<file path="src/hw/rtl/ucfr_pkg.sv">
// ----------------------------------------------------------------------------
// ucfr_pkg
// Shared types and constants of the adapter serial frame receiver.
// ----------------------------------------------------------------------------
`default_nettype none

package ucfr_pkg;

    localparam logic [7:0] C_SYNC_BYTE   = 8'haa;
    localparam logic [7:0] C_CMD_TYPE    = 8'h55;
    localparam logic [3:0] C_DATA_NIBBLE = 4'hc;
    localparam logic [4:0] C_DATA_EXTRA  = 5'd4;
    localparam logic [4:0] C_CMD_LAST    = 5'd19;
    localparam logic [4:0] C_CMD_SUM_END = 5'd18;
    localparam logic [6:0] C_MAX_LEN     = 7'd32;
    localparam logic [5:0] C_LEN_RESET   = 6'd32;

    localparam logic [2:0] KIND_NONE    = 3'd0;
    localparam logic [2:0] KIND_SKIP    = 3'd1;
    localparam logic [2:0] KIND_CMD     = 3'd2;
    localparam logic [2:0] KIND_DATA    = 3'd3;
    localparam logic [2:0] KIND_UNKNOWN = 3'd4;

    localparam logic [1:0] STATUS_OK   = 2'd0;
    localparam logic [1:0] STATUS_CSUM = 2'd1;
    localparam logic [1:0] STATUS_OVF  = 2'd2;

    typedef struct packed {
        logic [7:0] data_byte;
        logic [4:0] position;
        logic [2:0] frame_kind;
        logic       last;
        logic       overflow;
        logic       check;
        logic [7:0] sum;
    } t_entry;

    function automatic logic [2:0] f_kind_of_type(input logic [7:0] t);
        logic [2:0] k;
        if (t == C_CMD_TYPE) begin
            k = KIND_CMD;
        end else if (t[7:4] == C_DATA_NIBBLE) begin
            k = KIND_DATA;
        end else begin
            k = KIND_UNKNOWN;
        end
        return k;
    endfunction

endpackage

`default_nettype wire

</file>
<file path="src/hw/rtl/ucfr_front.sv">
// ----------------------------------------------------------------------------
// ucfr_front
// Accepts received bytes, tracks frame position, type and running sum, and
// classifies each byte into a queue entry.
// ----------------------------------------------------------------------------
`default_nettype none

module ucfr_front
    import ucfr_pkg::*;
(
    input  wire logic       i_clk,
    input  wire logic       i_rst_n,
    input  wire logic       i_cfg_wr,
    input  wire logic [5:0] i_cfg_len,
    input  wire logic       i_take,
    input  wire logic [7:0] i_rx_byte,
    output t_entry          o_entry
);

    logic [5:0] r_max_len;
    logic [4:0] r_byte_count, n_byte_count;
    logic [7:0] r_type_byte, n_type_byte;
    logic [7:0] r_running_sum, n_running_sum;
    logic [6:0] limit;
    logic [2:0] kind;
    logic       last;

    assign limit = ({1'b0, r_max_len} < C_MAX_LEN) ? {1'b0, r_max_len} : C_MAX_LEN;

    always_comb begin
        n_byte_count  = r_byte_count;
        n_type_byte   = r_type_byte;
        n_running_sum = r_running_sum;
        kind          = KIND_NONE;
        last          = 1'b0;
        o_entry       = '0;
        o_entry.data_byte = i_rx_byte;
        o_entry.position  = r_byte_count;
        o_entry.sum       = r_running_sum;
        if ({2'b00, r_byte_count} == limit) begin
            kind = (r_byte_count >= 5'd2) ? f_kind_of_type(r_type_byte) : KIND_NONE;
            last = 1'b1;
            o_entry.overflow = 1'b1;
        end else if (r_byte_count == 5'd0) begin
            if (i_rx_byte != C_SYNC_BYTE) begin
                kind = KIND_SKIP;
                last = 1'b1;
            end else begin
                n_byte_count  = 5'd1;
                n_running_sum = '0;
            end
        end else if (r_byte_count == 5'd1) begin
            n_type_byte = i_rx_byte;
            kind        = f_kind_of_type(i_rx_byte);
            if (kind == KIND_UNKNOWN) begin
                last = 1'b1;
            end else begin
                n_byte_count = 5'd2;
            end
        end else begin
            kind = f_kind_of_type(r_type_byte);
            if (kind == KIND_CMD) begin
                if (r_byte_count >= C_CMD_LAST) begin
                    last          = 1'b1;
                    o_entry.check = 1'b1;
                end else if (r_byte_count <= C_CMD_SUM_END) begin
                    n_running_sum = r_running_sum + i_rx_byte;
                end
            end else if (kind == KIND_DATA) begin
                if (r_byte_count >= {1'b0, r_type_byte[3:0]} + C_DATA_EXTRA) begin
                    last = 1'b1;
                end
            end else begin
                last = 1'b1;
            end
            if (!last) begin
                n_byte_count = r_byte_count + 5'd1;
            end
        end
        if (last) begin
            n_byte_count  = '0;
            n_type_byte   = '0;
            n_running_sum = '0;
        end
        o_entry.frame_kind = kind;
        o_entry.last       = last;
    end

    always_ff @(posedge i_clk) begin
        if (!i_rst_n) begin
            r_max_len     <= C_LEN_RESET;
            r_byte_count  <= '0;
            r_type_byte   <= '0;
            r_running_sum <= '0;
        end else begin
            if (i_cfg_wr) begin
                r_max_len <= i_cfg_len;
            end
            if (i_take) begin
                r_byte_count  <= n_byte_count;
                r_type_byte   <= n_type_byte;
                r_running_sum <= n_running_sum;
            end
        end
    end

endmodule

`default_nettype wire

</file>
<file path="src/hw/rtl/ucfr_queue.sv">
// ----------------------------------------------------------------------------
// ucfr_queue
// Two-entry queue of classified bytes between front and back.
// ----------------------------------------------------------------------------
`default_nettype none

module ucfr_queue
    import ucfr_pkg::*;
(
    input  wire logic   i_clk,
    input  wire logic   i_rst_n,
    input  wire logic   i_push,
    input  wire t_entry i_entry,
    input  wire logic   i_pop,
    output t_entry      o_entry,
    output logic        o_full,
    output logic        o_empty,
    output logic [1:0]  o_count
);

    t_entry     r_mem [2];
    logic       r_wr_ptr;
    logic       r_rd_ptr;
    logic [1:0] r_count;

    assign o_entry = r_mem[r_rd_ptr];
    assign o_full  = (r_count == 2'd2);
    assign o_empty = (r_count == 2'd0);
    assign o_count = r_count;

    always_ff @(posedge i_clk) begin
        if (i_push) begin
            r_mem[r_wr_ptr] <= i_entry;
        end
    end

    always_ff @(posedge i_clk) begin
        if (!i_rst_n) begin
            r_wr_ptr <= 1'b0;
            r_rd_ptr <= 1'b0;
            r_count  <= '0;
        end else begin
            if (i_push) begin
                r_wr_ptr <= ~r_wr_ptr;
            end
            if (i_pop) begin
                r_rd_ptr <= ~r_rd_ptr;
            end
            case ({i_push, i_pop})
                2'b10:   r_count <= r_count + 2'd1;
                2'b01:   r_count <= r_count - 2'd1;
                default: r_count <= r_count;
            endcase
        end
    end

endmodule

`default_nettype wire

</file>
<file path="src/hw/rtl/ucfr_back.sv">
// ----------------------------------------------------------------------------
// ucfr_back
// Resolves checksum and overflow status and holds the result in the output
// register.
// ----------------------------------------------------------------------------
`default_nettype none

module ucfr_back
    import ucfr_pkg::*;
(
    input  wire logic       i_clk,
    input  wire logic       i_rst_n,
    input  wire logic       i_avail,
    input  wire t_entry     i_entry,
    output logic            o_pop,
    output logic            o_out_valid,
    input  wire logic       i_out_ready,
    output logic [7:0]      o_data_byte,
    output logic [4:0]      o_position,
    output logic [2:0]      o_frame_kind,
    output logic            o_last,
    output logic [1:0]      o_status
);

    logic       r_valid;
    logic [7:0] r_data_byte;
    logic [4:0] r_position;
    logic [2:0] r_frame_kind;
    logic       r_last;
    logic [1:0] r_status;
    logic [1:0] n_status;

    assign o_pop = i_avail && (!r_valid || i_out_ready);

    always_comb begin
        if (i_entry.overflow) begin
            n_status = STATUS_OVF;
        end else if (i_entry.check && (i_entry.sum != i_entry.data_byte)) begin
            n_status = STATUS_CSUM;
        end else begin
            n_status = STATUS_OK;
        end
    end

    always_ff @(posedge i_clk) begin
        if (!i_rst_n) begin
            r_valid <= 1'b0;
        end else if (o_pop) begin
            r_valid <= 1'b1;
        end else if (i_out_ready) begin
            r_valid <= 1'b0;
        end
    end

    always_ff @(posedge i_clk) begin
        if (o_pop) begin
            r_data_byte  <= i_entry.data_byte;
            r_position   <= i_entry.position;
            r_frame_kind <= i_entry.frame_kind;
            r_last       <= i_entry.last;
            r_status     <= n_status;
        end
    end

    assign o_out_valid  = r_valid;
    assign o_data_byte  = r_data_byte;
    assign o_position   = r_position;
    assign o_frame_kind = r_frame_kind;
    assign o_last       = r_last;
    assign o_status     = r_status;

endmodule

`default_nettype wire

</file>
<file path="src/hw/rtl/usb_can_adapter_frame_receiver.sv">
// ----------------------------------------------------------------------------
// usb_can_adapter_frame_receiver
// Deframes adapter serial bytes: echoes each byte with position, frame kind,
// last flag and checksum or overflow status.
// ----------------------------------------------------------------------------
// result path: each byte is registered in the queue, then in the output register
// 1 byte per cycle unless the queue is full; front state and 8-bit sum combinational
// a two-entry queue lets the front keep taking bytes while a result is stalled
// reset: synchronous active low, clears frame state, length limit back to 32
`default_nettype none

module usb_can_adapter_frame_receiver
    import ucfr_pkg::*;
(
    input  wire logic       i_clk,
    input  wire logic       i_rst_n,
    input  wire logic       i_cfg_valid,
    output logic            o_cfg_ready,
    input  wire logic [5:0] i_max_frame_len,
    input  wire logic       i_in_valid,
    output logic            o_in_ready,
    input  wire logic [7:0] i_rx_byte,
    output logic            o_out_valid,
    input  wire logic       i_out_ready,
    output logic [7:0]      o_data_byte,
    output logic [4:0]      o_position,
    output logic [2:0]      o_frame_kind,
    output logic            o_last,
    output logic [1:0]      o_status
);

    t_entry     front_entry;
    t_entry     queue_entry;
    logic       take;
    logic       pop;
    logic       q_full;
    logic       q_empty;
    logic [1:0] q_count;

    assign o_cfg_ready = 1'b1;
    assign o_in_ready  = !q_full;
    assign take        = i_in_valid && o_in_ready;

    ucfr_front u_front (
        .i_clk     (i_clk),
        .i_rst_n   (i_rst_n),
        .i_cfg_wr  (i_cfg_valid && o_cfg_ready),
        .i_cfg_len (i_max_frame_len),
        .i_take    (take),
        .i_rx_byte (i_rx_byte),
        .o_entry   (front_entry)
    );

    ucfr_queue u_queue (
        .i_clk   (i_clk),
        .i_rst_n (i_rst_n),
        .i_push  (take),
        .i_entry (front_entry),
        .i_pop   (pop),
        .o_entry (queue_entry),
        .o_full  (q_full),
        .o_empty (q_empty),
        .o_count (q_count)
    );

    ucfr_back u_back (
        .i_clk        (i_clk),
        .i_rst_n      (i_rst_n),
        .i_avail      (!q_empty),
        .i_entry      (queue_entry),
        .o_pop        (pop),
        .o_out_valid  (o_out_valid),
        .i_out_ready  (i_out_ready),
        .o_data_byte  (o_data_byte),
        .o_position   (o_position),
        .o_frame_kind (o_frame_kind),
        .o_last       (o_last),
        .o_status     (o_status)
    );

    a_queue_depth: assert property (@(posedge i_clk) disable iff (!i_rst_n)
        q_count != 2'd3)
        else $error("queue count out of range");

    a_ovf_last: assert property (@(posedge i_clk) disable iff (!i_rst_n)
        o_out_valid && (o_status == STATUS_OVF) |-> o_last)
        else $error("overflow result without last");

    a_csum_place: assert property (@(posedge i_clk) disable iff (!i_rst_n)
        o_out_valid && (o_status == STATUS_CSUM) |->
            o_last && (o_frame_kind == KIND_CMD) && (o_position == C_CMD_LAST))
        else $error("checksum status outside command frame end");

    a_result_follows: assert property (@(posedge i_clk) disable iff (!i_rst_n)
        pop |=> o_out_valid)
        else $error("popped entry not presented");

endmodule

`default_nettype wire

</file>
<file path="config.mk">
export PLATFORM = sky130hd
export DESIGN_NAME = usb_can_adapter_frame_receiver
export DESIGN_NICKNAME = d
export VERILOG_FILES = /design/src/hw/rtl/ucfr_pkg.sv /design/src/hw/rtl/ucfr_front.sv /design/src/hw/rtl/ucfr_queue.sv /design/src/hw/rtl/ucfr_back.sv /design/src/hw/rtl/usb_can_adapter_frame_receiver.sv
export SDC_FILE = /design/constraint.sdc
export NUM_CORES = 1
export LEC_CHECK = 0
export BUFFER_PORTS_ARGS = -buffer_cell sky130_fd_sc_hd__buf_2
export CAP_MARGIN = 5
export CORE_MARGIN = 3
export CORE_UTILIZATION = 59
export CTS_CLUSTER_SIZE = 8
export DETAILED_ROUTE_END_ITERATION = 10
export PLACE_DENSITY_LB_ADDON = 0.1
export SLEW_MARGIN = 25
export SYNTH_ARGS = -nofsm -noshare
export SYNTH_HDL_FRONTEND = slang
export SYNTH_SLANG_ARGS = --single-unit
</file>
<file path="constraint.sdc">
create_clock -name i_clk -period 3.27 [get_ports i_clk]
set_input_delay 0.4905 -clock i_clk [delete_from_list [all_inputs] [get_ports i_clk]]
set_output_delay 0.4905 -clock i_clk [all_outputs]
set_load 0.005 [all_outputs]
</file>
Yosys cells after proc, flatten, opt, wreduce, memory -nomap -nowiden
Memories as Yosys holds them, arrays and structs flattened. A register that Yosys moved wholly into a read port is not among the register bits.
Cells that the tools add are included.
{ "word_totals": {"mem_count": 1, "input_bits": 19, "register_bits": 51, "elab_cells": 124, "output_inout_bits": 22, "mem_bits_rw": 54} }
{ "classes": {"muxes": 60, "bitwise": 2, "n_eq_ne": 21, "n_lt_le_gt_ge": 5, "add_sub_neg": 5, "n_reduce_logical": 17} }
{ "mem_list": {"columns": ["memory", "depth", "width", "rd", "rd_ports_with_merged_regs", "write_ports", "line_no", "source"], "rows": [
  ["u_queue.r_mem", 2, 27, 1, 1, 1, "ucfr_queue.sv:21", "t_entry r_mem [2];"]
]} }
{ "ops": {"columns": ["op", "count"], "rows": [
  ["$mux 8", 12],
  ["$mux 3", 14],
  ["$mux 5", 7],
  ["$mux 1", 25],
  ["$eq 8x7->1 const B", 2],
  ["$add 8x8->8", 1],
  ["$eq 4x4->1 const B", 2],
  ["$ne 8x8->1", 1],
  ["$ne 8x8->1 const B", 1],
  ["$eq 5x7->1", 1],
  ["$reduce_and 7->1", 1],
  ["$eq 3x2->1 const B", 2],
  ["$lt 6x6->1 const B", 1],
  ["$mux 6", 1],
  ["$ne 3x1->1 const B", 2],
  ["$reduce_bool 2->1", 3],
  ["$reduce_bool 3->1", 2],
  ["$add 4x3->5 const B", 1],
  ["$add 5x1->5 const B", 1],
  ["$eq 5x1->1 const B", 1],
  ["$ge 5x2->1 const B", 1],
  ["$ge 5x5->1", 1],
  ["$ge 5x5->1 const B", 1],
  ["$le 5x5->1 const B", 1],
  ["other kinds (18)", 25]
]} }

Depth between registers and ports, before layout
Gate-level depths: netlist of the first run.
{ "logic_depth": {"depth_word": 17, "depth_mapped": 10, "depth_no_buf": 9} }

Cells and area by module
A second synthesis of the first run with hierarchy kept.
{ "hier_totals": {"hier_cells": 369, "area_unflattened_um2": 4929.7} }
{ "by_module_without_submodules": {"columns": ["mod", "cells_each", "area_per_inst_um2", "instances"], "rows": [
  ["ucfr_queue", 106, 2159.6, 1],
  ["ucfr_front", 223, 2040.7, 1],
  ["ucfr_back", 35, 704.4, 1],
  ["usb_can_adapter_frame_receiver", 5, 25.0, 1]
]} }

Worst setup path after synthesis of the first run
OpenSTA, ideal clock, no wires.
{ "synth_path": {"path_type": "reg2reg", "from": "reg u_queue.r_count[0] (netlist: u_queue.o_count[0])", "to": "mem u_queue.r_mem[0][0] (netlist bit), enable pin", "arrival_ps": 2045, "setup_ps": 411, "required_ps": 2859, "path_stages_with_launch": 6, "period_less_slack_ps": 2456, "path_slack_ps": 814, "cell_sequence": "dfxtp_1 -> nand2b_1 -> and2_1 -> buf_6 -> inv_1 -> nor2_1"} }
{ "synth_via": {"elab_chain_cells": 5} }
{ "synth_lines": {"columns": ["element", "line_no", "source"], "rows": [
  ["start: declaration", "ucfr_queue.sv:24", "logic [1:0] r_count;"],
  ["start signal: assignment", "ucfr_queue.sv:50", "2'b10: r_count <= r_count + 2'd1;"],
  ["start signal: assignment", "ucfr_queue.sv:51", "2'b01: r_count <= r_count - 2'd1;"],
  ["start signal: assignment", "ucfr_queue.sv:52", "default: r_count <= r_count;"],
  ["$eq 2x2->1", "ucfr_queue.sv:27", "assign o_full = (r_count == 2'd2);"],
  ["$logic_not 1->1", "usb_can_adapter_frame_receiver.sv:41", "assign o_in_ready = !q_full;"],
  ["named net o_in_ready", "usb_can_adapter_frame_receiver.sv:21", "output logic o_in_ready,"],
  ["$logic_and 1x1->1", "usb_can_adapter_frame_receiver.sv:42", "assign take = i_in_valid && o_in_ready;"],
  ["$mux 1", "ucfr_queue.sv:32", "if (i_push) begin"],
  ["$mux 1 (not written as such)", "ucfr_queue.sv:33", "r_mem[r_wr_ptr] <= i_entry;"],
  ["end: declaration", "ucfr_queue.sv:21", null]
]} }
The timed path passes the listed nets, and every way through them passes these cells.

Final worst setup path of the first run
{ "layout_path": {"from": "reg u_front.r_byte_count[1]", "to": "reg u_front.r_running_sum[0]"} }
{ "layout_via": {"elab_chain_cells": 12} }
{ "layout_lines": {"columns": ["element", "line_no", "source"], "rows": [
  ["start: declaration", "ucfr_front.sv:21", "logic [4:0] r_byte_count, n_byte_count;"],
  ["start signal: assignment", "ucfr_front.sv:100", "r_byte_count <= n_byte_count;"],
  ["$ge 5x5->1", "ucfr_front.sv:70", "if (r_byte_count >= {1'b0, r_type_byte[3:0]} + C_DATA_EXTRA) begin"],
  ["$mux 1", "ucfr_front.sv:70", null],
  ["$mux 1", "ucfr_front.sv:69", "end else if (kind == KIND_DATA) begin"],
  ["$mux 1", "ucfr_front.sv:62", "if (kind == KIND_CMD) begin"],
  ["$mux 1", "ucfr_front.sv:52", "end else if (r_byte_count == 5'd1) begin"],
  ["$mux 1", "ucfr_front.sv:44", "end else if (r_byte_count == 5'd0) begin"],
  ["$mux 1", "ucfr_front.sv:40", "if ({2'b00, r_byte_count} == limit) begin"],
  ["$mux 1", "ucfr_front.sv:52", null],
  ["$mux 1", "ucfr_front.sv:44", null],
  ["$mux 1", "ucfr_front.sv:40", null],
  ["$ne 3x2->1 (no line), or another cell as far along", null, null],
  ["$reduce_and 7->1 (no line)", null, null],
  ["end signal: assignment", "ucfr_front.sv:102", "r_running_sum <= n_running_sum;"],
  ["end: declaration", "ucfr_front.sv:23", "logic [7:0] r_running_sum, n_running_sum;"]
]} }
Several ways; a longest one is shown, not always the timed one. The select of a mux whose other input is x is not followed.
A chain may end at the register's enable or synchronous reset.

==> impl_metrics.csv, run 1 <==
group,metric,value,unit
power_and_ir_drop,power_leakage,0.001967,uW
drt,top_layer,"met4",
timing,worst_pin_slew,931.4,ps
timing,post-route-min-period,2899,ps
floorplanning,fp.dieW,96.25,um
synthesis,syn_inst,366,
finish,area_delta_synth_final,9.633,%
drt,wl_met2,4306,um
floorplanning,core_area,0.007807,mm^2
flow_run,max_cap_viol_count,0,
synthesis,synth.yosys.warnings,0,
timing,fmax,0.3449,GHz
grt,antenna_found_initial,0,
clocking,cts_root_buf,"clkbuf_8",
min_path,hold_start,"i_max_frame_len[5]",
clocking,cts_tree,"yes",
critical_path,worstRegToRegCells,7,
place,pre_cts_ws,483.3,ps
synthesis,syn_area_per_cell,13.13,um^2
clocking,cts.clk_slew.worst_paths,100,ps
synthesis,synth-seq-area-share,59.36,%
timing,setup_ws,371.0,ps
critical_path,cpPeakStageDelay,670,ps
clocking,cts_resized,0,
synthesis,syn-cell-area,0.004806,mm^2
drt,wirelength,8987,um
grt,grt_pass1_vias,2924,
critical_path,required,3570,ps
floorplanning,dieArea,0.009264,mm^2
critical_path,crit_path_top_delay_cell,"o311ai_2",
power_and_ir_drop,ir_drop,333.9,uV
finish,final_cell_mix,"edfxtp_1, buf_2, dfxtp_1",
critical_path,critPathKind,"reg2reg",
timing,slew_headroom,37.74,%
synthesis,async_flop_share,0,%
timing,rsz0062_at_grt,"false",
grt,grt_pass1_wl,14890,um
drt,wl_met1,4108,um
min_path,hold_class,"in2reg",
synthesis,yosysUniqueCellTypes,60,
critical_path,end_kind,"flop",
synthesis,synth.net_count,405,
grt,grt_max_degree,28,
drt,drc,0,
critical_path,reg2reg_from,"u_front.r_byte_count[1]",
finish,n_antenna_cell,0,
drt,route.met3.wl,446,um
timing,fin_crit_sh,88.65,%
clocking,cts_setup_buffers,0,
grt,overflow,0,
drt,drtAntennaViolNets,0,
drt,route.vias.total,3025,
clocking,clock_path_buffers,2,
floorplanning,placementRows,32,
clocking,cts_buffers,9,
min_path,min_path_cells,3,
grt,grt_usage,21.43,%
place,dpl_cell_area,0.005052,mm^2
place,io_buffers,39,
place,routabilityCongestion,0.8937,
timing,slew_viol_final,0,
clocking,cts_hold_buf,0,
status,outcome,"completed",
critical_path,worstPathArrival,3200,ps
critical_path,cp_max_fo,10,
timing,setup_tns,0,ps
finish,design_area,0.005269,mm^2
synthesis,synthFlopType,"edfxtp_1",
critical_path,critPathLaunch,"u_front.r_byte_count[1]",
floorplanning,start_util,61.55,%
drt,avgViaCountPerCell,5.920,
finish,final_common_cell,"edfxtp_1",
timing,finalSetupViolations,0,
clocking,clkSinkCount,106,
drt,routedWlPerCell,17.59,um
place,dp_hpwl,6213,um
synthesis,synth-edff-count,73,
critical_path,crit_path_start_kind,"flop",
drt,firstDrtPassIters,5,
clocking,insertion_delay,370,ps
timing,finClkSkew,9.858,ps
finish,drive_gt1_share,21.27,%
finish,nNetsFinal,443,
floorplanning,die_y,96.25,um
drt,drtIter0Drc,256,
clocking,h-tree-depth,3,
timing,hold_violations,0,
critical_path,worstPathCellList,"ha_1 > a2111o_1 > a2111oi_0 > a211oi_2 > o311ai_2 > a32oi_1 > nor2_1",
floorplanning,num_io_pins,41,
synthesis,ys_ff_latch,106,
power_and_ir_drop,p_per_area,646.1,mW/mm^2
power_and_ir_drop,power,3404,uW
==> power breakdown <==
group	internal, uW	switching [uW]
combinational	324	406
clock	374	474
sequential	1730	93.0
==> Yosys cell counts, types with 2 or more instances <==
library cell | count | area, um^2
nand4b_1 | 2 | 17.52
a31oi_1 | 2 | 12.51
nand3_1 | 7 | 35.03
o211a_1 | 2 | 20.02
nand2_1 | 25 | 93.84
xor2_1 | 9 | 78.83
buf_2 | 2 | 10.01
and3_1 | 3 | 18.77
mux2i_1 | 16 | 160.2
buf_6 | 6 | 67.56
nor3_1 | 6 | 30.03
a32oi_1 | 6 | 52.55
or3_1 | 2 | 12.51
nor2b_1 | 3 | 18.77
xnor2_1 | 15 | 131.4
a32o_1 | 3 | 30.03
nor4_1 | 2 | 12.51
a21o_1 | 4 | 30.03
nand2b_1 | 4 | 25.02
inv_1 | 11 | 41.29
o32ai_1 | 2 | 17.52
nor2_1 | 28 | 105.1
a21oi_1 | 8 | 40.04
clkbuf_1 | 6 | 22.52
edfxtp_1 | 73 | 2192
dfxtp_1 | 33 | 660.6
o21ai_0 | 8 | 40.04
mux2_2 | 18 | 202.7
nor4bb_1 | 3 | 30.03
and2_1 | 2 | 12.51
nand4_1 | 2 | 12.51
o211ai_1 | 2 | 15.01
ha_1 | 19 | 237.7
a2111o_1 | 2 | 22.52
o22ai_1 | 5 | 31.28
==> cell families after synthesis <==
kind of cell / count (synthesis) / synth area share [%]
xor+xnor: 24 / 4.374
mux: 34 / 7.550
buf+inv: 27 / 3.176
compound gates: 55 / 8.748
other cells: 1 / 0.07803
flops: 106 / 59.36
simple gates: 99 / 11.35
fa+ha+maj: 20 / 5.363
==> metrics by stage <==
stage | instances | hold slack [ps] | utilization [%]
6_report | 511 | 333.4 | 67.48
5_1_grt | 511 | 361.8 | 67.48
4_1_cts | 511 | 321.0 | 67.48
3_5_place_dp | 495 | 460.2 | 64.71
3_3_place_gp | 495 | 451.0 | 64.71
2_1_floorplan | 366 | 425.3 | -
==> final cells by class <==
cell class	instances	area, um^2
fillers	595	2539
clock inverters	7	92.59
clock buffers	9	123.9
repair buffers	43	225.2
well taps	102	127.6
flip-flops and latches	106	2853
multi-input cells	233	1805
inverters	11	41.29
==> critical path: cells and delay by family, from the launching register on <==
family	cells	cell delay (ps)
AOI/OAI and AO/OA	5	1970
and+or+nand+nor	1	130
DFF	1	440
adders and majority gates	1	290
==> sequential cells by signal, summed over array words and instances, names as in the netlist, named ones only <==
register,count
u_front.r_max_len,6
u_queue.o_count,2
u_back.o_last,1
u_front.r_type_byte,8
u_queue.r_mem,54
u_queue.r_rd_ptr,1
u_front.r_byte_count,5
u_back.o_data_byte,8
u_back.o_status,2
u_back.o_frame_kind,3
u_queue.r_wr_ptr,1
u_back.o_out_valid,1
u_back.o_position,5
u_front.r_running_sum,8
==> routing by layer <==
layer  vias up  GRT usage, %
met2        95         33.58
met1      1467         31.03
li1       1450             -
met3        13         3.049
met4         0         6.517
met5         -             0
==> path summary, 6_finish.rpt <==
check	endpoint	slack, ps
hold / removal	u_front.r_max_len[5]	330
setup / recovery	u_front.r_running_sum[0]	370
setup reg to reg	u_front.r_running_sum[0]	370
hold reg to reg	u_front.r_type_byte[5]	480
No activity file was read; power rests on OpenSTA's default activity.
==> run 2: changes to the inputs <==
Settings changed: BUFFER_PORTS_ARGS -buffer_cell sky130_fd_sc_hd__buf_2 to -buffer_cell sky130_fd_sc_hd__buf_4, CORE_UTILIZATION 59 to 54.
Clock period 3.27 ns to 2.3 ns, I/O delays scaled along.
==> run 2 against run 1 <==
  * The run now ends with setup timing left
  * Global-route usage down 0.21 points
  * Maximum frequency up 17%
  * Critical path type unchanged
  * Cell count up 11%
  * Clock skew up 2.7 ps
  * Setup slack worse by 550 ps
  * First-iteration DRC count down 22%
  * Largest power group unchanged
  * Highest routed layer unchanged
  * Non-clock buffer count up 55
  * Critical path depth up 2
  * Final area up 15%
  * Sequential cell count unchanged
  * Core utilization up 4.6 points
  * Die area up 8.7%
==> impl_metrics.csv, run 2 (same netlist as run 1, synthesis figures left out) <==
group,metric,value,unit
grt,grt_pass1_wl,16380,um
power_and_ir_drop,p_per_area,825.2,mW/mm^2
timing,worst_pin_slew,785.7,ps
clocking,insertion_delay,370,ps
clocking,clkSinkCount,106,
drt,drtIter0Drc,199,
power_and_ir_drop,comb_power_share,26.6,%
critical_path,end_kind,"flop",
floorplanning,placementRows,33,
clocking,cts_tree,"yes",
finish,regMostFlops,"u_queue.r_mem",
power_and_ir_drop,ir_drop,608.2,uV
power_and_ir_drop,p_sw,1473,uW
timing,slew_viol_final,0,
critical_path,r2r_setup_slack,-180,ps
timing,finalSetupViolations,14,
power_and_ir_drop,netSwitchingFraction,29.37,%
critical_path,required,2610,ps
drt,route.vias.total,3334,
finish,final_common_cell,"buf_4",
timing,finClkSkew,12.61,ps
grt,overflow,0,
finish,area_delta_synth_final,26.43,%
finish,final_cells,569,
finish,finish.utilization,72.13,%
drt,routedWlPerCell,18.71,um
clocking,cts.clk_slew.worst_paths,110,ps
grt,grt_usage,21.22,%
finish,nNetsFinal,498,
place,dp_hpwl,7107,um
flow_run,max_cap_viol_count,0,
clocking,h-tree-depth,3,
floorplanning,core_area,0.008423,mm^2
power_and_ir_drop,clock_power_share,21.7,%
min_path,hold_class,"in2reg",
grt,antenna_found_initial,0,
place,dp_cells,544,
power_and_ir_drop,power_leakage,0.002331,uW
critical_path,worstPathArrival,2790,ps
place,routabilityCongestion,0.8731,
status,violations,"setup timing",
floorplanning,num_io_pins,41,
floorplanning,dieArea,0.01007,mm^2
finish,final_cell_mix,"buf_4, edfxtp_1, dfxtp_1",
clocking,cts_buffers,9,
timing,post-route-min-period,2480,ps
finish,n_antenna_cell,0,
clocking,cts_hold_buf,0,
finish,drive_gt1_share,37.72,%
status,outcome,"finished, violations left",
drt,drc,0,
drt,firstDrtPassIters,5,
critical_path,critPathKind,"reg2reg",
place,dpl_cell_area,0.005503,mm^2
critical_path,crit_path_start_kind,"flop",
drt,avgViaCountPerCell,5.859,
grt,grt_max_degree,28,
floorplanning,start_util,57.06,%
critical_path,cp_max_fo,7,
timing,setup_tns,-1452,ps
drt,drtAntennaViolNets,0,
floorplanning,fp.dieW,100.3,um
clocking,clock_path_buffers,2,
drt,wirelength,10650,um
power_and_ir_drop,internal_power,3541,uW
clocking,cts_root_buf,"clkbuf_8",
finish,largest_reg_flops,54,
grt,grt_pass1_vias,3235,
timing,rsz0062_at_grt,"true",
timing,fmax,0.4033,GHz
timing,fin_crit_sh,107.8,%
timing,slew_headroom,47.56,%
power_and_ir_drop,power.share.sequential,51.7,%
finish,design_area,0.006076,mm^2
place,io_buffers,39,
timing,hold_violations,0,
floorplanning,die_y,100.3,um
timing,setup_ws,-179.7,ps
-- run 2: critical path, cell delays in order (launching register included) --
cell and delay, ps:
dfxtp_4 380, ha_4 160, a2111o_1 360, buf_6 150, a2111o_1 400, a221o_1 380
nor4_4 200, buf_4 200, a32oi_1 60, nor2_1 110
-- run 2: final timing paths --
check                                  end                     from  cells after the start
setup / recovery  u_front.r_running_sum[4]  u_front.r_byte_count[0]                      9
hold / removal        u_front.r_max_len[5]       i_max_frame_len[5]                      3
setup reg to reg  u_front.r_running_sum[4]  u_front.r_byte_count[0]                      9
hold reg to reg       u_front.r_max_len[5]     u_front.r_max_len[5]                      2
-- run 2: power groups by stage --
stage,clock (uW),combinational (uW),sequential (uW)
finish,1090,1330,2590
global route,1190,1450,2630
CTS,1110,1270,2600
detailed placement,0,1250,2640
global placement,0,1220,2620
floorplan,0,695,2620
-- run 2: layer usage --
| metal | part of all wire, % | vias to the layer above | GRT usage [%] | wire (um) |
|---|---|---|---|---|
| met5 | 0 | - | 0 | 0 |
| met4 | 1.9 | 0 | 7.150 | 202 |
| met3 | 6.3 | 18 | 4.448 | 666 |
| met2 | 49 | 121 | 33.64 | 5194 |
| met1 | 43 | 1634 | 29.27 | 4582 |
| li1 | - | 1561 | - | - |
-- run 2: repair_timing --
action / in CTS / in global routing
resized for setup: 18 / 36
cloned: 0 / 1
pin swaps: 5 / 20
setup endpoints to repair: 27 / 27
setup buffers: 2 / 7
-- run 2: per-stage QoR --
| stage | hold WS (ps) | power (uW) | setup slack, ps |
|---|---|---|---|
| after detailed placement | 469.3 | 3894 | -244.1 |
| after global routing | 203.3 | 5273 | -268.4 |
| after global placement | 451.0 | 3836 | -170.2 |
| after CTS | 177.0 | 4981 | -159.1 |
| final | 188.9 | 5014 | -179.7 |
| after floorplan | 425.3 | 3318 | -122.3 |
-- run 2: area by class of cell --
cell class / count / area (um^2)
Clock buffer: 9 / 123.9
Clock inverter: 7 / 62.56
Fill cell: 591 / 2347
Inverter: 11 / 41.29
Multi-Input combinational cell: 233 / 2061
Sequential cell: 106 / 2864
Tap cell: 105 / 131.4
Timing Repair Buffer: 98 / 792.0
==> run 3: changes to the inputs <==
Settings changed: CELL_PAD_IN_SITES_DETAIL_PLACEMENT from default to 0, CELL_PAD_IN_SITES_GLOBAL_PLACEMENT from default to 1, CORE_UTILIZATION 54 to 44, REMOVE_ABC_BUFFERS from default to 1.
==> run 3 against run 2 <==
  * The run still ends with setup timing left
  * Total power about the same
  * Non-clock buffer count unchanged
  * Clock skew up 2.4 ps
  * Critical path type unchanged
  * Largest power group unchanged
==> impl_metrics.csv, run 3 (same netlist as run 1, synthesis figures left out) <==
group,metric,value,unit
clocking,cts_root_buf,"clkbuf_8",
critical_path,cp_max_fo,7,
timing,slew_viol_final,0,
floorplanning,start_util,45.93,%
critical_path,worstPathArrival,2760,ps
floorplanning,die_y,110.5,um
place,pre_cts_ws,-322.4,ps
flow_run,max_cap_viol_count,0,
finish,area_delta_synth_final,24.68,%
min_path,hold_start,"i_max_frame_len[5]",
timing,whs,192.4,ps
power_and_ir_drop,power,5012,uW
place,routabilityCongestion,0.8452,
status,violations,"setup timing",
clocking,cts_hold_buf,0,
drt,drtIter0Drc,183,
drt,routedWlPerCell,16.67,um
drt,drtAntennaViolNets,0,
floorplanning,fp.dieW,110.5,um
timing,finClkSkew,15.03,ps
floorplanning,num_io_pins,41,
drt,drc,0,
finish,regMostFlops,"u_queue.r_mem",
clocking,cts_buffers,9,
place,io_buffers,39,
finish,final_cell_mix,"buf_4, edfxtp_1, dfxtp_1",
clocking,cts.clk_slew.worst_paths,100,ps
timing,finalSetupViolations,17,
critical_path,r2r-end,"u_front.r_running_sum[0]",
grt,grt_max_degree,28,
floorplanning,dieArea,0.01221,mm^2
min_path,min_to,"u_front.r_max_len[5]",
min_path,min_path_cells,3,
finish,design_area,0.005992,mm^2
floorplanning,placementRows,37,
clocking,cts_tree,"yes",
grt,overflow,0,
drt,firstDrtPassIters,5,
critical_path,end_kind,"flop",
place,dp_hpwl,7072,um
grt,grt_usage,16.78,%
critical_path,worstRegToRegCells,9,
finish,nNetsFinal,498,
timing,worst_pin_slew,651.4,ps
grt,antenna_found_initial,0,
finish,final_common_cell,"buf_4",
finish,final_cells,600,
timing,fin_crit_sh,107.9,%
place,dp_cells,580,
timing,rsz0062_at_grt,"true",
drt,avgViaCountPerCell,5.260,
clocking,h-tree-depth,3,
drt,wirelength,10000,um
power_and_ir_drop,power_leakage,0.002318,uW
timing,slew_headroom,56.52,%
timing,post-route-min-period,2481,ps
finish,largest_reg_flops,54,
critical_path,crit_path_start_kind,"flop",
finish,drive_gt1_share,34.70,%
critical_path,r2r_setup_slack,-180,ps
status,outcome,"finished, violations left",
finish,n_antenna_cell,0,
place,dpl_cell_area,0.005575,mm^2
grt,grt_pass1_wl,16300,um
timing,hold_violations,0,
clocking,clkSinkCount,106,
clocking,clock_path_buffers,2,
power_and_ir_drop,p_per_area,836.5,mW/mm^2
critical_path,reg2reg_from,"u_front.r_byte_count[1]",
grt,grt_pass1_vias,3130,
floorplanning,core_area,0.01046,mm^2
timing,fmax,0.4031,GHz
drt,route.vias.total,3156,
min_path,hold_class,"in2reg",
power_and_ir_drop,ir_drop,395.8,uV
critical_path,critPathKind,"reg2reg",
clocking,insertion_delay,360,ps
timing,setup_ws,-180.6,ps
critical_path,required,2580,ps
[run 3: per-stage QoR]
stage,TNS [ps],utilization (%)
finish,-1452,57.27
global route,-2984,57.27
CTS,-2361,56.18
detailed placement,-4231,53.29
global placement,-3296,53.29
floorplan,-7604,-
[run 3: worst max path at each step]
| stage | from | end | slack [ps] | cells past startpoint |
|---|---|---|---|---|
| after floorplan | u_queue.o_count[0] | u_queue.r_mem[0][0] | -230 | 4 |
| after global placement | u_front.r_type_byte[3] | u_front.r_type_byte[3] | -230 | 10 |
| after detailed placement | u_front.r_type_byte[3] | u_front.r_running_sum[1] | -320 | 10 |
| after CTS | u_front.r_byte_count[0] | u_front.r_running_sum[6] | -180 | 9 |
| after global routing | u_front.r_byte_count[1] | u_front.r_running_sum[0] | -260 | 9 |
| final | u_front.r_byte_count[1] | u_front.r_running_sum[0] | -180 | 9 |
[run 3: timing repair]
item	CTS	global route
pin swaps	11	4
buffers inserted	4	1
endpoints found under the setup margin	23	27
resized for setup	18	19
[run 3: power breakdown]
part | internal (uW) | switching, uW
registers | 2460 | 113
clock network | 539 | 603
logic | 654 | 639
total | 3660 | 1350
[run 3: final cells by class]
type / instances / area (um^2)
Multi-Input combinational cell: 233 / 1972
Fill cell: 876 / 4471
Timing Repair Buffer: 98 / 750.7
Clock buffer: 12 / 145.1
Inverter: 11 / 41.29
Tap cell: 136 / 170.2
Clock inverter: 4 / 52.55
Sequential cell: 106 / 2860
[run 3: per-layer routing]
| metal | wire, um | track usage (%) | up-vias |
|---|---|---|---|
| met5 | 0 | 0 | - |
| met1 | 4754 | 23.92 | 1515 |
| met2 | 4689 | 26.38 | 73 |
| met4 | 129 | 4.680 | 0 |
| li1 | - | - | 1556 |
| met3 | 429 | 3.068 | 12 |
[run 3: worst max-delay path: stages, from the launching register on]
cell and delay [ps]:
dfxtp_4 380, ha_4 160, a2111o_1 350, buf_6 140
a2111o_1 420, a221o_1 380, nor4_4 170, buf_4 200
a32oi_1 60, nor2_1 140
